[src/sv/kep_pkg.sv]
`timescale 1ns / 1ps
`default_nettype none
// ----------------------------------------------------------------------------
// Keystroke entropy pool package
// Shared widths, codes, control word layout and the microcode program.
// ----------------------------------------------------------------------------
package kep_pkg;

  localparam int POOL_SIZE_DEF = 16;
  localparam int CFG_W         = 16;
  localparam int KEY_W         = 8;
  localparam int TS_W          = 32;
  localparam int WAIT_W        = 8;
  localparam int VAL_W         = 32;
  localparam int PROG_W        = 5;
  localparam int S_TDATA_W     = 48;
  localparam int M_TDATA_W     = 40;

  localparam logic [CFG_W-1:0] THRESH_RESET = 16'd64;
  localparam logic [CFG_W-1:0] USE_MAX      = 16'hFFFF;

  localparam logic CMD_KEY  = 1'b0;
  localparam logic CMD_READ = 1'b1;

  typedef enum logic [1:0] {
    ST_VALID  = 2'd0,
    ST_NEED   = 2'd1,
    ST_SAMPLE = 2'd2,
    ST_IGNORE = 2'd3
  } status_t;

  typedef logic [3:0] pc_t;

  localparam pc_t PC_IDLE   = 4'd0;
  localparam pc_t PC_EMIT   = 4'd1;
  localparam pc_t PC_STORE  = 4'd2;
  localparam pc_t PC_MIX_RD = 4'd3;
  localparam pc_t PC_MIX_WR = 4'd4;
  localparam pc_t PC_FIN    = 4'd5;
  localparam pc_t PC_RD01   = 4'd6;
  localparam pc_t PC_RD23   = 4'd7;
  localparam pc_t PC_ACC    = 4'd8;

  typedef enum logic [2:0] {
    COND_NEXT,
    COND_ALWAYS,
    COND_FILL_MORE,
    COND_MIX_MORE,
    COND_DISPATCH
  } cond_t;

  typedef enum logic [1:0] {
    ASEL_NONE,
    ASEL_MIX,
    ASEL_RD01,
    ASEL_RD23
  } asel_t;

  typedef enum logic [1:0] {
    WS_NONE,
    WS_SAMPLE,
    WS_MIX
  } wsel_t;

  typedef struct packed {
    logic  wait_in;
    asel_t asel;
    wsel_t wsel;
    logic  acc_ld;
    logic  idx_clr;
    logic  idx_inc;
    logic  fin;
    logic  emit;
    cond_t cond;
    pc_t   target;
  } ucw_t;

  typedef struct packed {
    logic accept;
    pc_t  entry;
    logic fill_more;
    logic mix_more;
    logic out_free;
  } dp_flags_t;

  function automatic ucw_t ucode(input pc_t pc);
    ucw_t w;
    w = '0;
    unique case (pc)
      PC_IDLE: begin
        w.wait_in = 1'b1;
        w.cond    = COND_DISPATCH;
      end
      PC_EMIT: begin
        w.emit   = 1'b1;
        w.cond   = COND_ALWAYS;
        w.target = PC_IDLE;
      end
      PC_STORE: begin
        w.wsel    = WS_SAMPLE;
        w.idx_clr = 1'b1;
        w.cond    = COND_FILL_MORE;
        w.target  = PC_EMIT;
      end
      PC_MIX_RD: begin
        w.asel = ASEL_MIX;
      end
      PC_MIX_WR: begin
        w.wsel    = WS_MIX;
        w.idx_inc = 1'b1;
        w.cond    = COND_MIX_MORE;
        w.target  = PC_MIX_RD;
      end
      PC_FIN: begin
        w.fin    = 1'b1;
        w.cond   = COND_ALWAYS;
        w.target = PC_EMIT;
      end
      PC_RD01: begin
        w.asel = ASEL_RD01;
      end
      PC_RD23: begin
        w.asel   = ASEL_RD23;
        w.acc_ld = 1'b1;
      end
      PC_ACC: begin
        w.acc_ld = 1'b1;
        w.cond   = COND_ALWAYS;
        w.target = PC_EMIT;
      end
      default: begin
        w.cond   = COND_ALWAYS;
        w.target = PC_IDLE;
      end
    endcase
    return w;
  endfunction

endpackage
`default_nettype wire

[src/sv/kep_seq.sv]
`timescale 1ns / 1ps
`default_nettype none
// ----------------------------------------------------------------------------
// Keystroke entropy pool sequencer
// Step counter over the microcode program with conditional jumps and dispatch.
// ----------------------------------------------------------------------------
module kep_seq (
  input  wire logic               clk,
  input  wire logic               rst,
  input  wire kep_pkg::dp_flags_t flags,
  output kep_pkg::ucw_t           cw
);
  import kep_pkg::*;

  pc_t pc;
  pc_t pc_next;

  assign cw = ucode(pc);

  always_comb begin
    pc_next = pc_t'(pc + 1'b1);
    unique case (cw.cond)
      COND_NEXT: ;
      COND_ALWAYS: pc_next = cw.target;
      COND_FILL_MORE: if (flags.fill_more) pc_next = cw.target;
      COND_MIX_MORE: if (flags.mix_more) pc_next = cw.target;
      COND_DISPATCH: pc_next = flags.accept ? flags.entry : pc;
      default: pc_next = PC_IDLE;
    endcase
    if (cw.emit && !flags.out_free) pc_next = pc;
  end

  always_ff @(posedge clk) begin
    if (rst) begin
      pc <= PC_IDLE;
    end else begin
      pc <= pc_next;
    end
  end

endmodule
`default_nettype wire

[src/sv/kep_datapath.sv]
`timescale 1ns / 1ps
`default_nettype none
// ----------------------------------------------------------------------------
// Keystroke entropy pool datapath
// Pool memory, fill and use bookkeeping, word assembly and output register.
// ----------------------------------------------------------------------------
module kep_datapath #(
  parameter int POOL_SIZE = kep_pkg::POOL_SIZE_DEF
) (
  input  wire logic                           clk,
  input  wire logic                           rst,
  input  wire kep_pkg::ucw_t                  cw,
  output kep_pkg::dp_flags_t                  flags,
  input  wire logic                           cfg_wr_en,
  input  wire logic [kep_pkg::CFG_W-1:0]      cfg_wr_data,
  input  wire logic                           s_tvalid,
  input  wire logic [kep_pkg::S_TDATA_W-1:0]  s_tdata,
  input  wire logic                           s_tuser,
  output logic                                m_tvalid,
  input  wire logic                           m_tready,
  output logic [kep_pkg::M_TDATA_W-1:0]       m_tdata,
  output logic [1:0]                          m_tuser
);
  import kep_pkg::*;

  localparam int AW = $clog2(POOL_SIZE);
  localparam int FW = $clog2(POOL_SIZE + 1);
  localparam int SW = AW + 2;

  function automatic logic [AW-1:0] wrap_addr(input logic [SW-1:0] v);
    logic [SW-1:0] r;
    r = (v >= SW'(POOL_SIZE)) ? v - SW'(POOL_SIZE) : v;
    return r[AW-1:0];
  endfunction

  logic [7:0]        pool_mem [POOL_SIZE];
  logic [CFG_W-1:0]  thr;
  logic [CFG_W-1:0]  use_count;
  logic [FW-1:0]     fill_index;
  logic              collecting;
  logic              initialized;
  logic [AW-1:0]     idx;
  logic [KEY_W-1:0]  key_q;
  logic [TS_W-1:0]   ts_q;
  logic [WAIT_W-1:0] wait_q;
  status_t           stat_q;
  status_t           stat_d;
  logic [VAL_W-1:0]  acc;
  logic [7:0]        qa;
  logic [7:0]        qb;
  logic [VAL_W-1:0]  out_val;
  logic [PROG_W-1:0] out_prog;
  logic              out_rdy;
  status_t           out_stat;

  logic              accept;
  logic              out_free;
  logic              start_fill;
  logic              serve;
  pc_t               entry;
  logic [AW-1:0]     off_m;
  logic [AW-1:0]     ra;
  logic [AW-1:0]     rb;
  logic [AW-1:0]     wa;
  logic [7:0]        wd;
  logic              we;
  logic              rd_en;
  logic [7:0]        sample;

  assign accept   = s_tvalid && cw.wait_in;
  assign out_free = !m_tvalid || m_tready;

  always_comb begin
    start_fill = 1'b0;
    serve      = 1'b0;
    entry      = PC_EMIT;
    stat_d     = ST_IGNORE;
    if (s_tuser == CMD_KEY) begin
      if (collecting && (fill_index < FW'(POOL_SIZE))) begin
        stat_d = ST_SAMPLE;
        entry  = PC_STORE;
      end
    end else if (collecting) begin
      stat_d = ST_NEED;
    end else if (!initialized || (use_count >= thr)) begin
      stat_d     = ST_NEED;
      start_fill = 1'b1;
    end else begin
      stat_d = ST_VALID;
      serve  = 1'b1;
      entry  = PC_RD01;
    end
  end

  assign flags.accept    = accept;
  assign flags.entry     = entry;
  assign flags.fill_more = (fill_index != FW'(POOL_SIZE - 1));
  assign flags.mix_more  = (idx != AW'(POOL_SIZE - 1));
  assign flags.out_free  = out_free;

  assign sample = key_q ^ ts_q[7:0] ^ ts_q[15:8] ^ ts_q[23:16] ^ wait_q;
  assign off_m  = wrap_addr(SW'(ts_q[3:0]));

  always_comb begin
    ra = idx;
    rb = wrap_addr(SW'(idx) + SW'(7));
    case (cw.asel)
      ASEL_RD01: begin
        ra = off_m;
        rb = wrap_addr(SW'(off_m) + SW'(1));
      end
      ASEL_RD23: begin
        ra = wrap_addr(SW'(off_m) + SW'(2));
        rb = wrap_addr(SW'(off_m) + SW'(3));
      end
      default: ;
    endcase
  end

  assign rd_en = (cw.asel != ASEL_NONE);
  assign we    = (cw.wsel != WS_NONE);
  assign wa    = (cw.wsel == WS_SAMPLE) ? fill_index[AW-1:0] : idx;
  assign wd    = (cw.wsel == WS_SAMPLE) ? sample : (qa ^ qb);

  always_ff @(posedge clk) begin
    if (we) pool_mem[wa] <= wd;
    if (rd_en) begin
      qa <= pool_mem[ra];
      qb <= pool_mem[rb];
    end
  end

  always_ff @(posedge clk) begin
    if (rst) begin
      thr         <= THRESH_RESET;
      use_count   <= '0;
      fill_index  <= '0;
      collecting  <= 1'b0;
      initialized <= 1'b0;
      m_tvalid    <= 1'b0;
    end else begin
      if (cfg_wr_en) thr <= cfg_wr_data;
      if (accept && start_fill) begin
        collecting <= 1'b1;
        fill_index <= '0;
      end
      if (accept && serve && (use_count != USE_MAX)) use_count <= use_count + 1'b1;
      if (cw.wsel == WS_SAMPLE) fill_index <= fill_index + 1'b1;
      if (cw.fin) begin
        collecting  <= 1'b0;
        initialized <= 1'b1;
        use_count   <= '0;
      end
      if (cw.emit && out_free) begin
        m_tvalid <= 1'b1;
      end else if (m_tready) begin
        m_tvalid <= 1'b0;
      end
    end
  end

  always_ff @(posedge clk) begin
    if (accept) begin
      key_q  <= s_tdata[7:0];
      ts_q   <= s_tdata[39:8];
      wait_q <= s_tdata[47:40];
      stat_q <= stat_d;
    end
    if (cw.idx_clr) begin
      idx <= '0;
    end else if (cw.idx_inc) begin
      idx <= idx + 1'b1;
    end
    if (cw.acc_ld) acc <= {acc[15:0], qa, qb};
    if (cw.emit && out_free) begin
      out_stat <= stat_q;
      out_val  <= (stat_q == ST_VALID) ? (acc ^ ts_q) : '0;
      out_prog <= PROG_W'(fill_index);
      out_rdy  <= initialized && !collecting;
    end
  end

  assign m_tdata = {2'b00, out_rdy, out_prog, out_val};
  assign m_tuser = out_stat;

endmodule
`default_nettype wire

[src/sv/keystroke_entropy_pool.sv]
`timescale 1ns / 1ps
`default_nettype none
// ----------------------------------------------------------------------------
// Keystroke entropy pool
// Collects key samples into a byte pool, mixes it and serves 32-bit words.
// ----------------------------------------------------------------------------
// Channel   Dir  Fields
// s_*       in   tuser: cmd; tdata: key_code[7:0] time_stamp[39:8] wait_count[47:40]
// m_*       out  tuser: status; tdata: random_value[31:0] fill_progress[36:32]
//                pool_ready[37]
// cfg_*     in   refresh_threshold write, one register
//
// An ignored sample or a need-entropy answer goes from dispatch to the emit step, and
// a stored sample passes the store step first. A served read passes two read steps of
// the dual-port pool memory and an accumulate step. The last sample of a fill runs the
// mixing pass, which reads and writes each pool entry in a read step and a write step,
// then the finish step. Reset clears no memory. A stalled output holds the emit step.
// ----------------------------------------------------------------------------
module keystroke_entropy_pool #(
  parameter int POOL_SIZE = kep_pkg::POOL_SIZE_DEF
) (
  input  wire logic                          clk,
  input  wire logic                          rst,
  input  wire logic                          cfg_wr_en,
  input  wire logic [kep_pkg::CFG_W-1:0]     cfg_wr_data,
  input  wire logic                          s_tvalid,
  output logic                               s_tready,
  // key_code[7:0], time_stamp[39:8], wait_count[47:40]
  input  wire logic [kep_pkg::S_TDATA_W-1:0] s_tdata,
  // cmd[0]
  input  wire logic                          s_tuser,
  output logic                               m_tvalid,
  input  wire logic                          m_tready,
  // random_value[31:0], fill_progress[36:32], pool_ready[37], zeros[39:38]
  output logic [kep_pkg::M_TDATA_W-1:0]      m_tdata,
  // status[1:0]
  output logic [1:0]                         m_tuser
);
  import kep_pkg::*;

  ucw_t      cw;
  dp_flags_t flags;

  assign s_tready = cw.wait_in;

  kep_seq u_seq (
    .clk   (clk),
    .rst   (rst),
    .flags (flags),
    .cw    (cw)
  );

  kep_datapath #(
    .POOL_SIZE (POOL_SIZE)
  ) u_dp (
    .clk         (clk),
    .rst         (rst),
    .cw          (cw),
    .flags       (flags),
    .cfg_wr_en   (cfg_wr_en),
    .cfg_wr_data (cfg_wr_data),
    .s_tvalid    (s_tvalid),
    .s_tdata     (s_tdata),
    .s_tuser     (s_tuser),
    .m_tvalid    (m_tvalid),
    .m_tready    (m_tready),
    .m_tdata     (m_tdata),
    .m_tuser     (m_tuser)
  );

endmodule
`default_nettype wire

[config.mk]
export PLATFORM = sky130hd
export DESIGN_NAME = keystroke_entropy_pool
export DESIGN_NICKNAME = d
export VERILOG_FILES = /design/src/sv/kep_pkg.sv /design/src/sv/kep_seq.sv /design/src/sv/kep_datapath.sv /design/src/sv/keystroke_entropy_pool.sv
export SDC_FILE = /design/constraint.sdc
export NUM_CORES = 1
export LEC_CHECK = 0
export BUFFER_PORTS_ARGS = -buffer_cell sky130_fd_sc_hd__buf_2
export CORE_ASPECT_RATIO = 2
export CORE_MARGIN = 2
export CORE_UTILIZATION = 55
export CTS_BUF_LIST = sky130_fd_sc_hd__clkbuf_8
export CTS_CLUSTER_SIZE = 14
export DETAILED_ROUTE_END_ITERATION = 12
export GPL_ROUTABILITY_DRIVEN = 0
export PLACE_DENSITY = 0.78
export SYNTH_ARGS = -nofsm -noshare
export SYNTH_HDL_FRONTEND = slang
export SYNTH_HIERARCHICAL = 1
export SYNTH_SLANG_ARGS = --single-unit
export TNS_END_PERCENT = 20
[constraint.sdc]
create_clock -name clk -period 3.4 [get_ports clk]
set_input_delay 0.68 -clock clk [delete_from_list [all_inputs] [get_ports clk]]
set_output_delay 0.68 -clock clk [all_outputs]
set_load 0.01 [all_outputs]
==> flow_metrics.py, run 1 <==
metrics = {
    "drt": {
        "wl_per_cell_um": 18.4,
        "postRouteAntennaNets": 0,
        "routed_wl_mm": 30.7,
        "drt_iter0_drc": 534,
        "drt_first_pass_iters": 5,
        "vias": 9519,
        "drc_errors": 0,
        "vias_per_cell": 5.71,
    },
    "run_status": {
        "status": "completed",
    },
    "timing": {
        "finalMaxSlewViolations": 0,
        "fin_crit_sh_pct": 90.2,
        "hold_ws_ns": 0.264,
        "max_slew_margin_pct": 25.8,
        "tightest_slew_ns": 1.11,
        "fmax_mhz": 326,
        "hold_violations": 0,
        "setup_viol": 0,
        "tns_ns": 0,
        "rsz0062_at_grt": "false",
        "period_minus_slack_ns": 3.07,
        "fin_ws_ns": 0.333,
        "clock_skew_ns": 0.0299,
    },
    "floorplanning": {
        "num_rows": 84,
        "core_mm2": 0.0263,
        "initial_core_util_pct": 55.7,
        "die_width_um": 119,
        "die-area_mm2": 0.0280,
        "io_pins": 114,
        "die_y_um": 235,
    },
    "global_routing": {
        "grt_first_pass_wirelength_mm": 47.9,
        "grt_pass1_vias": 9673,
        "grt_max_degree": 65,
        "grt.total_usage_pct": 21.9,
        "grt_antenna_before_repair": 1,
        "grt-ovfl-total": 0,
    },
    "placement": {
        "dp_hpwl_mm": 22.2,
        "dp_slack_ns": 0.321,
        "port_buffers": 111,
    },
    "final_layout": {
        "nNetsFinal": 1388,
        "multi_input_area_mm2": 0.00529,
        "seqCellArea_mm2": 0.00895,
        "layout_common_cells": "edfxtp_1, mux2i_1, buf_2, nor2_1, nand2_1",
        "syn_to_final_growth_pct": 13.7,
        "final_common_cell": "edfxtp_1",
        "nFillCells": 1962,
        "layout-drive-gt1-share_pct": 18.4,
    },
    "worst_setup_path": {
        "crit_path_start_kind": "register",
        "end_kind": "register",
        "path_max_fanout": 64,
        "path_cells": "inv_1 -> ha_1 -> o21a_1 -> and2_1 -> fa_1 -> a21oi_4 -> buf_12 -> a211oi_1 -> a31oi_1 -> a211oi_1 -> a21oi_1",
        "path_class": "reg -> reg",
        "cpMostUsedCell": "a211oi_1",
        "critPathRequiredTime_ns": 3.72,
        "slowest_delay_ns": 0.54,
        "crit_path_top_delay_cell": "fa_1",
        "crit_arrival_ns": 3.39,
    },
    "run": {
        "maxCapViolations": 0,
    },
    "clock_network": {
        "cts_buffers": 44,
        "cts_tree": "done",
        "cts_resized": 0,
        "hold_buffers": 0,
        "cts_sinks": 314,
        "clkSlewWorstSetupHoldPaths_ns": 0.07,
        "cts.htree.levels": 2,
        "cts_setup_buffers": 0,
        "clock_latency_ns": 0.59,
        "clockBufferDepth": 3,
        "cts-root-buf": "clkbuf_8",
    },
    "power": {
        "p_total_w": 0.00973,
        "p_per_area_mw_per_mm2": 585,
        "ir_drop_mv": 0.346,
        "p_leak_nw": 6.57,
    },
    "logic_synthesis": {
        "syn_inst": 1159,
        "yosysWarnings": 6,
        "syn_area_mm2": 0.0146,
        "synth_area_per_cell_um2": 12.6,
    },
    "worst_hold_path": {
        "min_path_type": "in -> reg",
    },
}
worst max-delay path, delay by kind of cell, from the launching register on:
family,cells,cell delay (ns)
compound gates,6,1.06
fa+ha+maj,2,0.86
buf+inv,2,0.28
flops,1,0.42
simple gates,1,0.17
metal layers:
metal  track usage, %  routed length [um]  up-vias
met5                0                   0        -
met4             13.9                1940        0
met3             3.40                1350      119
met2             41.8               17000      329
met1             21.4               10400     4545
li1                 -                   -     4526
per-stage QoR:
step	utilization [%]	cell area (um2)	cells
2_1_floorplan	-	14700	1161
3_3_place_gp	60.0	15800	1588
3_5_place_dp	60.0	15800	1588
4_1_cts	63.3	16600	1667
5_1_grt	63.3	16600	1668
6_report	63.3	16600	1668
flip-flops by register name, summed over array words and instances, names as in the netlist, 5 cells and up:
name	cells
u_dp/pool_mem	128
u_dp/acc	32
u_dp/out_val	32
u_dp/ts_q	32
u_dp/thr	16
u_dp/use_count	16
u_dp/key_q	8
u_dp/qa	8
u_dp/qb	8
u_dp/wait_q	8
u_dp/fill_index	5
u_dp/out_prog	5
cell type report:
class	count	area share [%]
multi-input combinational	740	31.8
antenna	1	0.0150
clock inverter	33	1.41
timing repair buffer	155	5.85
sequential	314	53.8
inverter	35	0.789
tap	344	2.59
clock buffer	46	3.80
worst paths after layout:
kind	start	to	slack [ns]	cells after the start
max	u_seq/pc[0]	u_dp/qb[0]	0.33	11
min	s_tdata[8]	u_dp/ts_q[0]	0.26	1
max reg2reg	u_seq/pc[0]	u_dp/qb[0]	0.33	11
min reg2reg	u_dp/stat_q[1]	u_dp/m_tuser[1]	0.43	0
report_power, final:
part	internal [W]	leakage (nW)	switching (W)	total, W
registers	0.00468	2.83	0.000184	0.00487
logic	0.000799	3.26	0.00114	0.00194
clock network	0.00150	0.481	0.00143	0.00293
total	0.00698	6.57	0.00275	0.00973
Power figures use the tool's default switching activity.
==> run 2: changes to the inputs <==
--- a/config.mk
+++ b/config.mk
@@ -5,9 +5,8 @@
 export SDC_FILE = /design/constraint.sdc
 export NUM_CORES = 1
 export LEC_CHECK = 0
-export BUFFER_PORTS_ARGS = -buffer_cell sky130_fd_sc_hd__buf_2
+export BUFFER_PORTS_ARGS = -buffer_cell sky130_fd_sc_hd__buf_4
 export CORE_ASPECT_RATIO = 2
-export CORE_MARGIN = 2
 export CORE_UTILIZATION = 55
 export CTS_BUF_LIST = sky130_fd_sc_hd__clkbuf_8
 export CTS_CLUSTER_SIZE = 14
==> flow_metrics.py, run 2 (synthesis results as in run 1) <==
metrics = {
    "timing": {
        "rsz0062_at_grt": "false",
        "clock_skew_ns": 0.0259,
        "setup_viol": 0,
        "finalMaxSlewViolations": 0,
        "fin_crit_sh_pct": 90.3,
        "period_minus_slack_ns": 3.07,
        "fmax_mhz": 326,
        "tns_ns": 0,
        "max_slew_margin_pct": 21.3,
        "hold_violations": 0,
        "tightest_slew_ns": 1.18,
    },
    "worst_setup_path": {
        "end_kind": "register",
        "path_max_fanout": 64,
        "cpMostUsedCell": "a211oi_1",
        "crit_path_top_delay_cell": "fa_1",
        "crit_family": "compound AO/OA/AOI/OAI gates",
        "crit_path_start_kind": "register",
        "critPathRequiredTime_ns": 3.72,
        "crit_buf_inv": 2,
        "crit_arrival_ns": 3.39,
        "path_cells": "inv_1 -> ha_1 -> o21a_1 -> and2_1 -> fa_1 -> a21oi_4 -> buf_12 -> a211oi_1 -> a31oi_1 -> a211oi_1 -> a21oi_1",
        "path_class": "reg -> reg",
        "slowest_delay_ns": 0.53,
        "reg2reg_slack_ns": 0.33,
    },
    "final_layout": {
        "nFillCells": 1909,
        "post-route-cell-area_mm2": 0.0169,
        "multi_input_area_mm2": 0.00530,
        "final_common_cell": "edfxtp_1",
        "syn_to_final_growth_pct": 15.5,
        "layout-drive-gt1-share_pct": 17.6,
        "finish.utilization_pct": 64.6,
        "seqCellArea_mm2": 0.00895,
        "layout_common_cells": "edfxtp_1, mux2i_1, buf_4, nor2_1, nand2_1",
        "largest_reg_flops": 128,
        "nNetsFinal": 1375,
        "top_register": "u_dp/pool_mem",
    },
    "clock_network": {
        "hold_buffers": 0,
        "cts-root-buf": "clkbuf_8",
        "cts_resized": 0,
        "cts_buffers": 43,
        "cts_sinks": 314,
        "clkSlewWorstSetupHoldPaths_ns": 0.07,
        "clockBufferDepth": 3,
        "cts_setup_buffers": 0,
        "cts_tree": "done",
        "cts.htree.levels": 2,
        "clock_latency_ns": 0.58,
    },
    "power": {
        "p_leak_nw": 6.63,
        "p_per_area_mw_per_mm2": 595,
        "ir_drop_mv": 0.318,
    },
    "placement": {
        "port_buffers": 111,
        "dpl_cell_area_mm2": 0.0159,
        "dp_hpwl_mm": 22.1,
    },
    "floorplanning": {
        "io_pins": 114,
        "core_mm2": 0.0262,
        "die_width_um": 117,
        "die_y_um": 233,
        "initial_core_util_pct": 55.9,
        "die-area_mm2": 0.0273,
        "num_rows": 84,
    },
    "global_routing": {
        "grt-ovfl-total": 0,
        "grt_antenna_before_repair": 1,
        "grt_first_pass_wirelength_mm": 49.1,
        "grt.total_usage_pct": 23.2,
        "grt_max_degree": 97,
        "grt_pass1_vias": 9965,
    },
    "drt": {
        "postRouteAntennaNets": 0,
        "drc_errors": 0,
        "met1_length_mm": 10.3,
        "drt_iter0_drc": 531,
        "vias": 9447,
        "top_layer": "met4",
        "drt_first_pass_iters": 5,
        "met2_length_mm": 17.4,
        "vias_per_cell": 5.70,
        "routed_wl_mm": 31.0,
        "wl_met3_mm": 1.25,
        "wl_per_cell_um": 18.7,
    },
    "worst_hold_path": {
        "min_path_type": "in -> reg",
    },
    "run": {
        "maxCapViolations": 0,
    },
    "run_status": {
        "status": "completed",
    },
}
[run 2: cell count changes in the layout (fill, tap and decap cells not counted), moves of 2 or more]
cell	change
buf_4	+101
buf_12	-2
bufinv_16	+3
clkinv_2	-5
clkinvlp_4	+2
buf_2	-111
[run 2: power by group]
part	leakage (nW)	internal [W]	switching [W]
clock	0.509	0.00175	0.00142
sequential	2.83	0.00468	0.000181
combinational	3.30	0.000874	0.00115
[run 2: layout make-up]
class	count	area share (%)
inverter	35	0.777
tap	344	2.55
timing repair buffer	143	6.72
multi-input combinational	740	31.3
clock buffer	47	3.83
antenna	1	0.0148
sequential	314	52.9
clock inverter	33	1.84
[run 2: path summary, 6_finish.rpt]
| check | startpoint | to | cells past startpoint |
|---|---|---|---|
| worst max register to register | u_seq/pc[0] | u_dp/qb[6] | 11 |
| worst min register to register | u_dp/stat_q[1] | u_dp/m_tuser[1] | 0 |
| worst min-delay path | s_tdata[45] | u_dp/wait_q[5] | 1 |
| worst max-delay path | u_seq/pc[0] | u_dp/qb[6] | 11 |
[run 2: metrics by stage]
step	hold WS, ns	setup WS, ns	power, W	cells
floorplan	0.417	0.0221	0.00628	1161
global placement	0.427	0.505	0.00690	1576
detailed placement	0.437	0.409	0.00697	1576
CTS	0.241	0.374	0.0101	1656
global route	0.248	0.0745	0.0105	1657
finish	0.275	0.329	0.0101	1657
[run 2: worst register-to-register path: cells and delay by family, from the launching register on]
kind            cells  cell delay [ns]
simple gates        1             0.20
buf+inv             2             0.29
flops               1             0.43
fa+ha+maj           2             0.75
compound gates      6             1.15
[run 2: layer usage]
layer | vias up | GRT usage (%)
met5 | - | 0
met4 | 0 | 17.0
met3 | 119 | 3.28
met2 | 309 | 44.8
met1 | 4513 | 21.9
li1 | 4506 | -
